`src/rtl/bss_pkg.sv`:
```
// ----------------------------------------------------------------------------
// bss_pkg: shared constants for block sample statistics
// Field widths, block limit and datapath sizes.
// ----------------------------------------------------------------------------
`default_nettype none

package bss_pkg;

  localparam int unsigned MaxSamples  = 4096;
  localparam int unsigned SampleBits  = 24;
  localparam int unsigned PosBits     = 12;
  localparam int unsigned CountBits   = 13;
  localparam int unsigned SumBits     = 36;
  localparam int unsigned PowerBits   = 59;
  localparam int unsigned VarBits     = 48;
  localparam int unsigned UnitBits    = 72;
  localparam int unsigned OutDataBits = 264;

endpackage

`default_nettype wire

```
`src/rtl/block_sample_statistics_top.sv`:
```
// ----------------------------------------------------------------------------
// block_sample_statistics_top: per-block min, max, mean, power, rms, variance
// Accumulates a block of samples and reports its statistics on the last one.
// ----------------------------------------------------------------------------
//  Channel | Dir | Contents
//  s_*     | in  | tdata[23:0] sample, tlast last
//  m_*     | out | tdata min/pos/max/pos/mean/power/rms/var/std/count, tuser
//
//  A sample is accepted, then its square is accumulated, before the next is taken.
//  A closing sample then runs its divides, square roots and shift-add multiplies
//  on the shared 72-bit add/subtract unit.
//  Reset clears accumulators; no clearing pass.
//  A waiting result holds only a following closing sample, not ordinary ones.
`default_nettype none

module block_sample_statistics_top (
  input  wire logic                         clk_i,
  input  wire logic                         rst_ni,
  input  wire logic                         s_tvalid_i,
  output logic                              s_tready_o,
  // [23:0] sample
  input  wire logic [23:0]                  s_tdata_i,
  input  wire logic                         s_tlast_i,
  output logic                              m_tvalid_o,
  input  wire logic                         m_tready_i,
  // [23:0] min_value, [35:24] min_position, [59:36] max_value,
  // [71:60] max_position, [95:72] mean, [154:96] power, [178:155] rms,
  // [226:179] variance, [250:227] std_deviation, [263:251] sample_count
  output logic [bss_pkg::OutDataBits-1:0]   m_tdata_o,
  // [0] variance_valid
  output logic                              m_tuser_o
);
  import bss_pkg::*;

  localparam logic [3:0] StIdle = 4'd0;
  localparam logic [3:0] StSq   = 4'd1;
  localparam logic [3:0] StMean = 4'd2;
  localparam logic [3:0] StPowd = 4'd3;
  localparam logic [3:0] StRms  = 4'd4;
  localparam logic [3:0] StNp   = 4'd5;
  localparam logic [3:0] StSs   = 4'd6;
  localparam logic [3:0] StVdiv = 4'd7;
  localparam logic [3:0] StSd   = 4'd8;
  localparam logic [3:0] StOut  = 4'd9;

  logic [3:0]                  state_q;
  logic                        out_valid_q;
  logic [CountBits-1:0]        seen_q;
  logic signed [SumBits-1:0]   sum_q;
  logic [PowerBits-1:0]        sqsum_q;
  logic signed [SampleBits-1:0] min_q, max_q;
  logic [PosBits-1:0]          min_pos_q, max_pos_q;

  logic [UnitBits-1:0]         rem_q, sh_q, res_q;
  logic [UnitBits-1:0]         rem_d, sh_d, res_d;
  logic [6:0]                  cnt_q, cnt_d;
  logic [25:0]                 dv_q;
  logic [47:0]                 prod_q;
  logic                        end_q;
  logic [SampleBits-1:0]       mean_q, rms_q, sd_q;
  logic [VarBits-1:0]          var_q;
  logic                        vvalid_q;
  logic [OutDataBits-1:0]      data_q;
  logic                        user_q;

  logic                        in_acc, out_load, last_step;
  logic signed [SampleBits-1:0] smp;
  logic [CountBits-1:0]        seen_inc;
  logic                        sum_neg;
  logic [SumBits-1:0]          sum_mag;
  logic [UnitBits-1:0]         alu_a, alu_b, q_next;
  logic                        alu_sub;
  logic [UnitBits:0]           alu_sum;
  logic                        alu_ge;
  logic [UnitBits-1:0]         step_rem, step_sh, step_res;
  logic [SumBits-1:0]          mean_mag;

  assign smp        = s_tdata_i;
  assign s_tready_o = (state_q == StIdle);
  assign in_acc     = s_tvalid_i & s_tready_o;
  assign out_load   = (state_q == StOut) & (~out_valid_q | m_tready_i);
  assign last_step  = (cnt_q == 7'd1);
  assign seen_inc   = seen_q + 1'b1;
  assign sum_neg    = sum_q[SumBits-1];
  assign sum_mag    = sum_neg ? SumBits'(-sum_q) : SumBits'(sum_q);

  // Shared add/subtract unit
  always_comb begin
    alu_a   = '0;
    alu_b   = '0;
    alu_sub = 1'b0;
    unique case (state_q)
      StMean, StPowd, StVdiv: begin
        alu_a   = {rem_q[UnitBits-2:0], sh_q[UnitBits-1]};
        alu_b   = {{(UnitBits-26){1'b0}}, dv_q};
        alu_sub = 1'b1;
      end
      StRms, StSd: begin
        alu_a   = {rem_q[UnitBits-3:0], sh_q[UnitBits-1:UnitBits-2]};
        alu_b   = {res_q[UnitBits-3:0], 2'b01};
        alu_sub = 1'b1;
      end
      StNp, StSs: begin
        alu_a   = rem_q;
        alu_b   = sh_q[0] ? res_q : '0;
        alu_sub = (state_q == StSs);
      end
      default: begin
        alu_a   = '0;
      end
    endcase
    alu_sum = {1'b0, alu_a} + {1'b0, alu_sub ? ~alu_b : alu_b}
              + {{UnitBits{1'b0}}, alu_sub};
    alu_ge  = alu_sum[UnitBits];
  end

  assign q_next   = {res_q[UnitBits-2:0], alu_ge};
  assign mean_mag = q_next[SumBits-1:0];

  always_comb begin
    step_rem = rem_q;
    step_sh  = sh_q;
    step_res = res_q;
    unique case (state_q)
      StMean, StPowd, StVdiv: begin
        step_rem = alu_ge ? alu_sum[UnitBits-1:0] : alu_a;
        step_sh  = {sh_q[UnitBits-2:0], 1'b0};
        step_res = q_next;
      end
      StRms, StSd: begin
        step_rem = alu_ge ? alu_sum[UnitBits-1:0] : alu_a;
        step_sh  = {sh_q[UnitBits-3:0], 2'b00};
        step_res = q_next;
      end
      StNp, StSs: begin
        step_rem = alu_sum[UnitBits-1:0];
        step_sh  = {1'b0, sh_q[UnitBits-1:1]};
        step_res = {res_q[UnitBits-2:0], 1'b0};
      end
      default: begin
        step_rem = rem_q;
      end
    endcase
  end

  // Load the operands of the next operation on its last step
  always_comb begin
    rem_d = step_rem;
    sh_d  = step_sh;
    res_d = step_res;
    cnt_d = (cnt_q != '0) ? cnt_q - 1'b1 : '0;
    unique case (state_q)
      StSq: begin
        rem_d = '0;
        res_d = '0;
        sh_d  = {sum_mag, {(UnitBits-SumBits){1'b0}}};
        cnt_d = 7'(SumBits);
      end
      StMean: begin
        if (last_step) begin
          rem_d = '0;
          res_d = '0;
          sh_d  = {sqsum_q, {(UnitBits-PowerBits){1'b0}}};
          cnt_d = 7'(PowerBits);
        end
      end
      StPowd, StVdiv: begin
        if (last_step) begin
          rem_d = '0;
          res_d = '0;
          sh_d  = {q_next[47:0], 24'b0};
          cnt_d = 7'd24;
        end
      end
      StRms: begin
        if (last_step) begin
          rem_d = '0;
          res_d = {{(UnitBits-PowerBits){1'b0}}, sqsum_q};
          sh_d  = {{(UnitBits-CountBits){1'b0}}, seen_q};
          cnt_d = 7'(CountBits);
        end
      end
      StNp: begin
        if (last_step) begin
          res_d = {{(UnitBits-SumBits){1'b0}}, sum_mag};
          sh_d  = {{(UnitBits-SumBits){1'b0}}, sum_mag};
          cnt_d = 7'(SumBits);
        end
      end
      StSs: begin
        if (last_step) begin
          rem_d = '0;
          res_d = '0;
          sh_d  = alu_sum[UnitBits-1:0];
          cnt_d = 7'(UnitBits);
        end
      end
      StSd: begin
        rem_d = step_rem;
      end
      default: begin
        cnt_d = '0;
      end
    endcase
  end

  // Control and accumulators
  always_ff @(posedge clk_i or negedge rst_ni) begin
    if (!rst_ni) begin
      state_q     <= StIdle;
      out_valid_q <= 1'b0;
      seen_q      <= '0;
      sum_q       <= '0;
      sqsum_q     <= '0;
      min_q       <= '0;
      max_q       <= '0;
      min_pos_q   <= '0;
      max_pos_q   <= '0;
    end else begin
      if (out_load) begin
        out_valid_q <= 1'b1;
      end else if (m_tready_i) begin
        out_valid_q <= 1'b0;
      end
      unique case (state_q)
        StIdle: begin
          if (in_acc) begin
            if (seen_q == '0) begin
              min_q     <= smp;
              max_q     <= smp;
              min_pos_q <= '0;
              max_pos_q <= '0;
            end else begin
              if (smp < min_q) begin
                min_q     <= smp;
                min_pos_q <= seen_q[PosBits-1:0];
              end
              if (smp > max_q) begin
                max_q     <= smp;
                max_pos_q <= seen_q[PosBits-1:0];
              end
            end
            sum_q   <= sum_q + SumBits'(smp);
            seen_q  <= seen_inc;
            state_q <= StSq;
          end
        end
        StSq: begin
          sqsum_q <= sqsum_q + {{(PowerBits-48){1'b0}}, prod_q};
          state_q <= end_q ? StMean : StIdle;
        end
        StMean: if (last_step) state_q <= StPowd;
        StPowd: if (last_step) state_q <= StRms;
        StRms: begin
          if (last_step) state_q <= (seen_q == CountBits'(1)) ? StOut : StNp;
        end
        StNp:   if (last_step) state_q <= StSs;
        StSs:   if (last_step) state_q <= StVdiv;
        StVdiv: if (last_step) state_q <= StSd;
        StSd:   if (last_step) state_q <= StOut;
        StOut: begin
          if (out_load) begin
            seen_q    <= '0;
            sum_q     <= '0;
            sqsum_q   <= '0;
            min_q     <= '0;
            max_q     <= '0;
            min_pos_q <= '0;
            max_pos_q <= '0;
            state_q   <= StIdle;
          end
        end
        default: state_q <= StIdle;
      endcase
    end
  end

  // Shared unit registers and results
  always_ff @(posedge clk_i) begin
    rem_q <= rem_d;
    sh_q  <= sh_d;
    res_q <= res_d;
    cnt_q <= cnt_d;
    if (in_acc) begin
      prod_q <= 48'(smp * smp);
      end_q  <= s_tlast_i | (seen_inc == CountBits'(MaxSamples));
    end
    unique case (state_q)
      StSq: begin
        dv_q <= {{(26-CountBits){1'b0}}, seen_q};
      end
      StMean: begin
        if (last_step) begin
          mean_q <= sum_neg ? SampleBits'(-mean_mag) : mean_mag[SampleBits-1:0];
        end
      end
      StRms: begin
        if (last_step) begin
          rms_q    <= q_next[SampleBits-1:0];
          var_q    <= '0;
          sd_q     <= '0;
          vvalid_q <= (seen_q != CountBits'(1));
        end
      end
      StSs: begin
        if (last_step) dv_q <= 26'(seen_q * (seen_q - 1'b1));
      end
      StVdiv: begin
        if (last_step) var_q <= q_next[VarBits-1:0];
      end
      StSd: begin
        if (last_step) sd_q <= q_next[SampleBits-1:0];
      end
      StOut: begin
        if (out_load) begin
          data_q <= {seen_q, sd_q, var_q, rms_q, sqsum_q, mean_q,
                     max_pos_q, max_q, min_pos_q, min_q};
          user_q <= vvalid_q;
        end
      end
      default: begin
        user_q <= user_q;
      end
    endcase
  end

  assign m_tvalid_o = out_valid_q;
  assign m_tdata_o  = data_q;
  assign m_tuser_o  = user_q;

endmodule

`default_nettype wire

```
`config.mk`:
```
export PLATFORM = sky130hd
export DESIGN_NAME = block_sample_statistics_top
export DESIGN_NICKNAME = d
export VERILOG_FILES = /design/src/rtl/bss_pkg.sv /design/src/rtl/block_sample_statistics_top.sv
export SDC_FILE = /design/constraint.sdc
export NUM_CORES = 2
export LEC_CHECK = 0
export BUFFER_PORTS_ARGS = -buffer_cell sky130_fd_sc_hd__buf_4
export CORE_MARGIN = 1.5
export CORE_UTILIZATION = 24
export DETAILED_ROUTE_END_ITERATION = 6
export SLEW_MARGIN = 5
export SYNTH_ARGS = -nofsm -noshare
export SYNTH_HDL_FRONTEND = slang
export SYNTH_SLANG_ARGS = --single-unit
```
`constraint.sdc`:
```
create_clock -name clk_i -period 26.8 [get_ports clk_i]
set_input_delay 2.68 -clock clk_i [delete_from_list [all_inputs] [get_ports clk_i]]
set_output_delay 2.68 -clock clk_i [all_outputs]
set_load 0.005 [all_outputs]
```
==> run_results.csv <==
group,metric,value,unit
clocking,clk_latency,0.76,ns
synthesis,synth-seq-cells,868,
placed_design,buffer_ports.inserted,295,
sta,tightestPinTransition,1.46,ns
critical_path,cp-end-kind,"register",
sta,final-hold-violation-count,0,
sta,layout_setup_ws,17.02,ns
die,die_area,307000,um^2
die,start_util,24.1,%
synthesis,ys.flop_type,"sky130_fd_sc_hd__edfxtp_1",
sta,final-max-slew-violation-count,0,
detailed_routing,detail_route.wl_per_cell,21.1,um
sta,clock-skew-final,0.0534,ns
synthesis,synth_area_per_cell,9.64,um^2
critical_path,cp_cell_sequence,"buf_4 > nand2_1 > inv_1 > fa_1 > fa_1 > inv_1 > fa_1 > inv_1 > fa_1 > fa_1 > inv_1 > fa_1 > fa_1 > inv_1 > ha_1 > a21o_1 > a21o_1 > or3_1 > nor3_1 > o21ai_1 > a2111oi_0 > o21bai_1 > xnor2_1",
clocking,max-clock-path-buffers,3,
grt,grt_start_max_net_pins,153,
detailed_routing,number_of_nets_with_antenna_violations_after_routing,0,
clocking,clk_root_buffer_cell,"sky130_fd_sc_hd__clkbuf_16",
grt,first_global_vias,56800,
grt,global_route.usage.total,15.7,%
sta,grt_setup_unrepaired,"false",
detailed_routing,drc_violations_left,37,
die,fp-row-count,202,
layout,syn_to_final_growth,13.5,%
detailed_routing,vias_per_cell,4.90,
synthesis,yosysWarnings,0,
placed_design,post-place-ws,16.34,ns
clocking,post_cts.resized_instances,0,
worst_hold_path,min-delay-path-class,"reg2reg",
synthesis,synthDominantAreaCellType,"sky130_fd_sc_hd__edfxtp_1",
die,fp.dieW,554,um
clocking,cts_hold_repair.buffers,0,
grt,use_met3,2.63,%
synthesis,post_synth_inst_count,7564,
synthesis,synth.cell_area,72900,um^2
synthesis,synth_nets,8740,
sta,final_min_period_over_clock_period,36.5,%
synthesis,synth_enable_flop_cells,460,
placed_design,gp_congestion,0.956,
grt,grt_util_met2,24.5,%
critical_path,arrival,10.22,ns
die,floorplan.io_pins,296,
synthesis,async_flop_share,21.3,%
critical_path,critical_path_peak_fanout,40,
sta,max_freq,102,MHz
grt,antenna_violations_before_repair,9,
detailed_routing,drt_pre_antenna_iters,7,
grt,overflow,0,
job,timing.max_cap.violations,0,
clocking,worst_setup_hold_path_clk_slew,0.07,ns
layout,final_cell_mix,"sky130_fd_sc_hd__inv_1 (994), sky130_fd_sc_hd__nand2_1 (728), sky130_fd_sc_hd__fa_1 (687), sky130_fd_sc_hd__ha_1 (460), sky130_fd_sc_hd__edfxtp_1 (460)",
grt,grt-busiest-layer,"met2",
clocking,cts_num_sinks,868,
outcome,failing_checks,"DRC",
placed_design,placedInstanceArea,79300,um^2
clocking,cts_inserted_buffers,101,
critical_path,crit_path_top_delay_cell,"sky130_fd_sc_hd__fa_1",
critical_path,required,27.24,ns
die,core_area,303000,um^2
clocking,h-tree-depth,3,
grt,gr-usage-met1,20.7,%
sta,slew_headroom,1.68,%
placed_design,place.detailed.hpwl,183000,um
critical_path,worstSetupPathType,"in2reg",
sta,finalSetupViolCount,0,
critical_path,slowest_stage_delay_cp,0.76,ns
detailed_routing,drt_first_iter_violations,6019,
critical_path,timing.critical_path.from_type,"primary input",
detailed_routing,routed-via-count,57300,
synthesis,synth_top_area_share,18.9,%
layout,post_route_cells_drive_above_1_share,8.24,%
grt,grt_first_pass_wirelength,368000,um
synthesis,synth.yosys.seq_area_share,31.4,%
sta,finalWorstPathRequiredPeriod,9.78,ns
detailed_routing,totalWireLength,247000,um
clocking,clock_tree_from_tritoncts,"built",
die,chipHeight,554,um
synthesis,synth.lib_cells_used.distinct,103,
critical_path,critPathMostFrequentCell,"sky130_fd_sc_hd__fa_1",
sta,timing.setup.tns,0,ns
outcome,outcome,"finished with violations",
layout,design.final.nets,8791,
layout,most_frequent_standard_cell_in_the_layout_excluding_fill_and_tap_cells,"sky130_fd_sc_hd__inv_1",
synthesis,synth_area_leaders,"sky130_fd_sc_hd__edfxtp_1 (19%), sky130_fd_sc_hd__fa_1 (19%), sky130_fd_sc_hd__ha_1 (7.9%), sky130_fd_sc_hd__dfrtp_1 (6.3%), sky130_fd_sc_hd__dfxtp_1 (6.1%)",
clocking,cts_setup_buffers,0,
layout,finished_cell_area,82700,um^2
-- cells in the mapped netlist, types with 40 or more instances --
cell,number
sky130_fd_sc_hd__nand3_1,122
sky130_fd_sc_hd__a21o_1,141
sky130_fd_sc_hd__dfrtp_1,185
sky130_fd_sc_hd__dfxtp_1,223
sky130_fd_sc_hd__xor2_1,172
sky130_fd_sc_hd__nand2b_1,136
sky130_fd_sc_hd__nor3_1,59
sky130_fd_sc_hd__o31ai_1,42
sky130_fd_sc_hd__xnor2_1,189
sky130_fd_sc_hd__o21bai_1,44
sky130_fd_sc_hd__nand4_1,53
sky130_fd_sc_hd__o21ai_0,379
sky130_fd_sc_hd__a222oi_1,109
sky130_fd_sc_hd__ha_1,460
sky130_fd_sc_hd__inv_1,995
sky130_fd_sc_hd__nand2_1,732
sky130_fd_sc_hd__and2_1,163
sky130_fd_sc_hd__and3_1,47
sky130_fd_sc_hd__a22o_1,91
sky130_fd_sc_hd__clkbuf_1,373
sky130_fd_sc_hd__nor2_1,350
sky130_fd_sc_hd__fa_1,687
sky130_fd_sc_hd__a22oi_1,185
sky130_fd_sc_hd__nor2b_1,91
sky130_fd_sc_hd__buf_1,40
sky130_fd_sc_hd__edfxtp_1,460
sky130_fd_sc_hd__a21oi_1,432
sky130_fd_sc_hd__mux2i_1,65
-- through the flow --
step                      hold WS [ns]  util [%]  instances
after floorplan                  0.400         -       7564
after global placement           0.400      26.2      11500
after detailed placement         0.405      26.2      11500
after CTS                        0.382      27.3      11700
after global routing             0.388      27.3      11700
final                            0.385      27.4      11700
-- routing by layer --
metal	part of all wire (%)	vias up
li1	-	26200
met1	43	28300
met2	44	2344
met3	7.1	547
met4	6.0	2
met5	0.0028	-
-- worst max-delay path: cells and delay by family --
kind	cells	cell delay, ns
AO/OA/AOI/OAI	5	1.18
XOR/XNOR	1	0.14
AND/OR/NAND/NOR	3	0.73
adder cells (fa/ha/maj)	8	4.33
buffers and inverters	6	1.11
-- flip-flops by register name, indices dropped and copies added, names as in the netlist, 13 cells and up --
register	flops
sum_q	36
dv_q	26
res_q	72
rms_q	24
sd_q	24
seen_q	13
var_q	48
sqsum_q	59
mean_q	24
prod_q	47
rem_q	72
sh_q	72
max_q	24
min_q	24
m_tdata_o	264
-- final cells by class --
class | count | area (um^2)
inverter | 998 | 3750
timing repair buffer | 391 | 2970
sequential | 868 | 22900
clock inverter | 64 | 702
clock buffer | 127 | 2730
fill | 31800 | 220000
tap | 3978 | 4980
antenna | 9 | 22.5
multi-input combinational | 5255 | 44700
-- kinds of logic (layout without fill, tap and decap cells) --
logic type      Yosys count  count (layout)  synth area share, %
other cells               0               9                    0
xor+xnor                361             361                 4.34
simple gates           1851            1851                 12.0
buf+inv                1441            1580                 7.54
compound gates         1829            1829                 17.0
flops                   868             868                 31.4
fa+ha+maj              1147            1147                 26.8
mux                      67              67                0.923
-- path summary, 6_finish.rpt --
kind                          startpoint            end  slack (ns)  depth (start not counted)
hold reg to reg               mean_q[10]  m_tdata_o[82]        0.39                          0
setup / recovery           s_tdata_i[23]     prod_q[47]       17.02                         23
setup reg to reg              state_q[2]      rem_q[70]       18.20                         21
hold / removal                mean_q[10]  m_tdata_o[82]        0.39                          0
max in group asynchronous         rst_ni  min_pos_q[11]       22.71                          3
min in group asynchronous         rst_ni      max_q[17]        1.99                          1
Power is left out: the tool's default activity adds up to more than one toggle a clock period on the data nets, which glitch-free logic cannot reach.
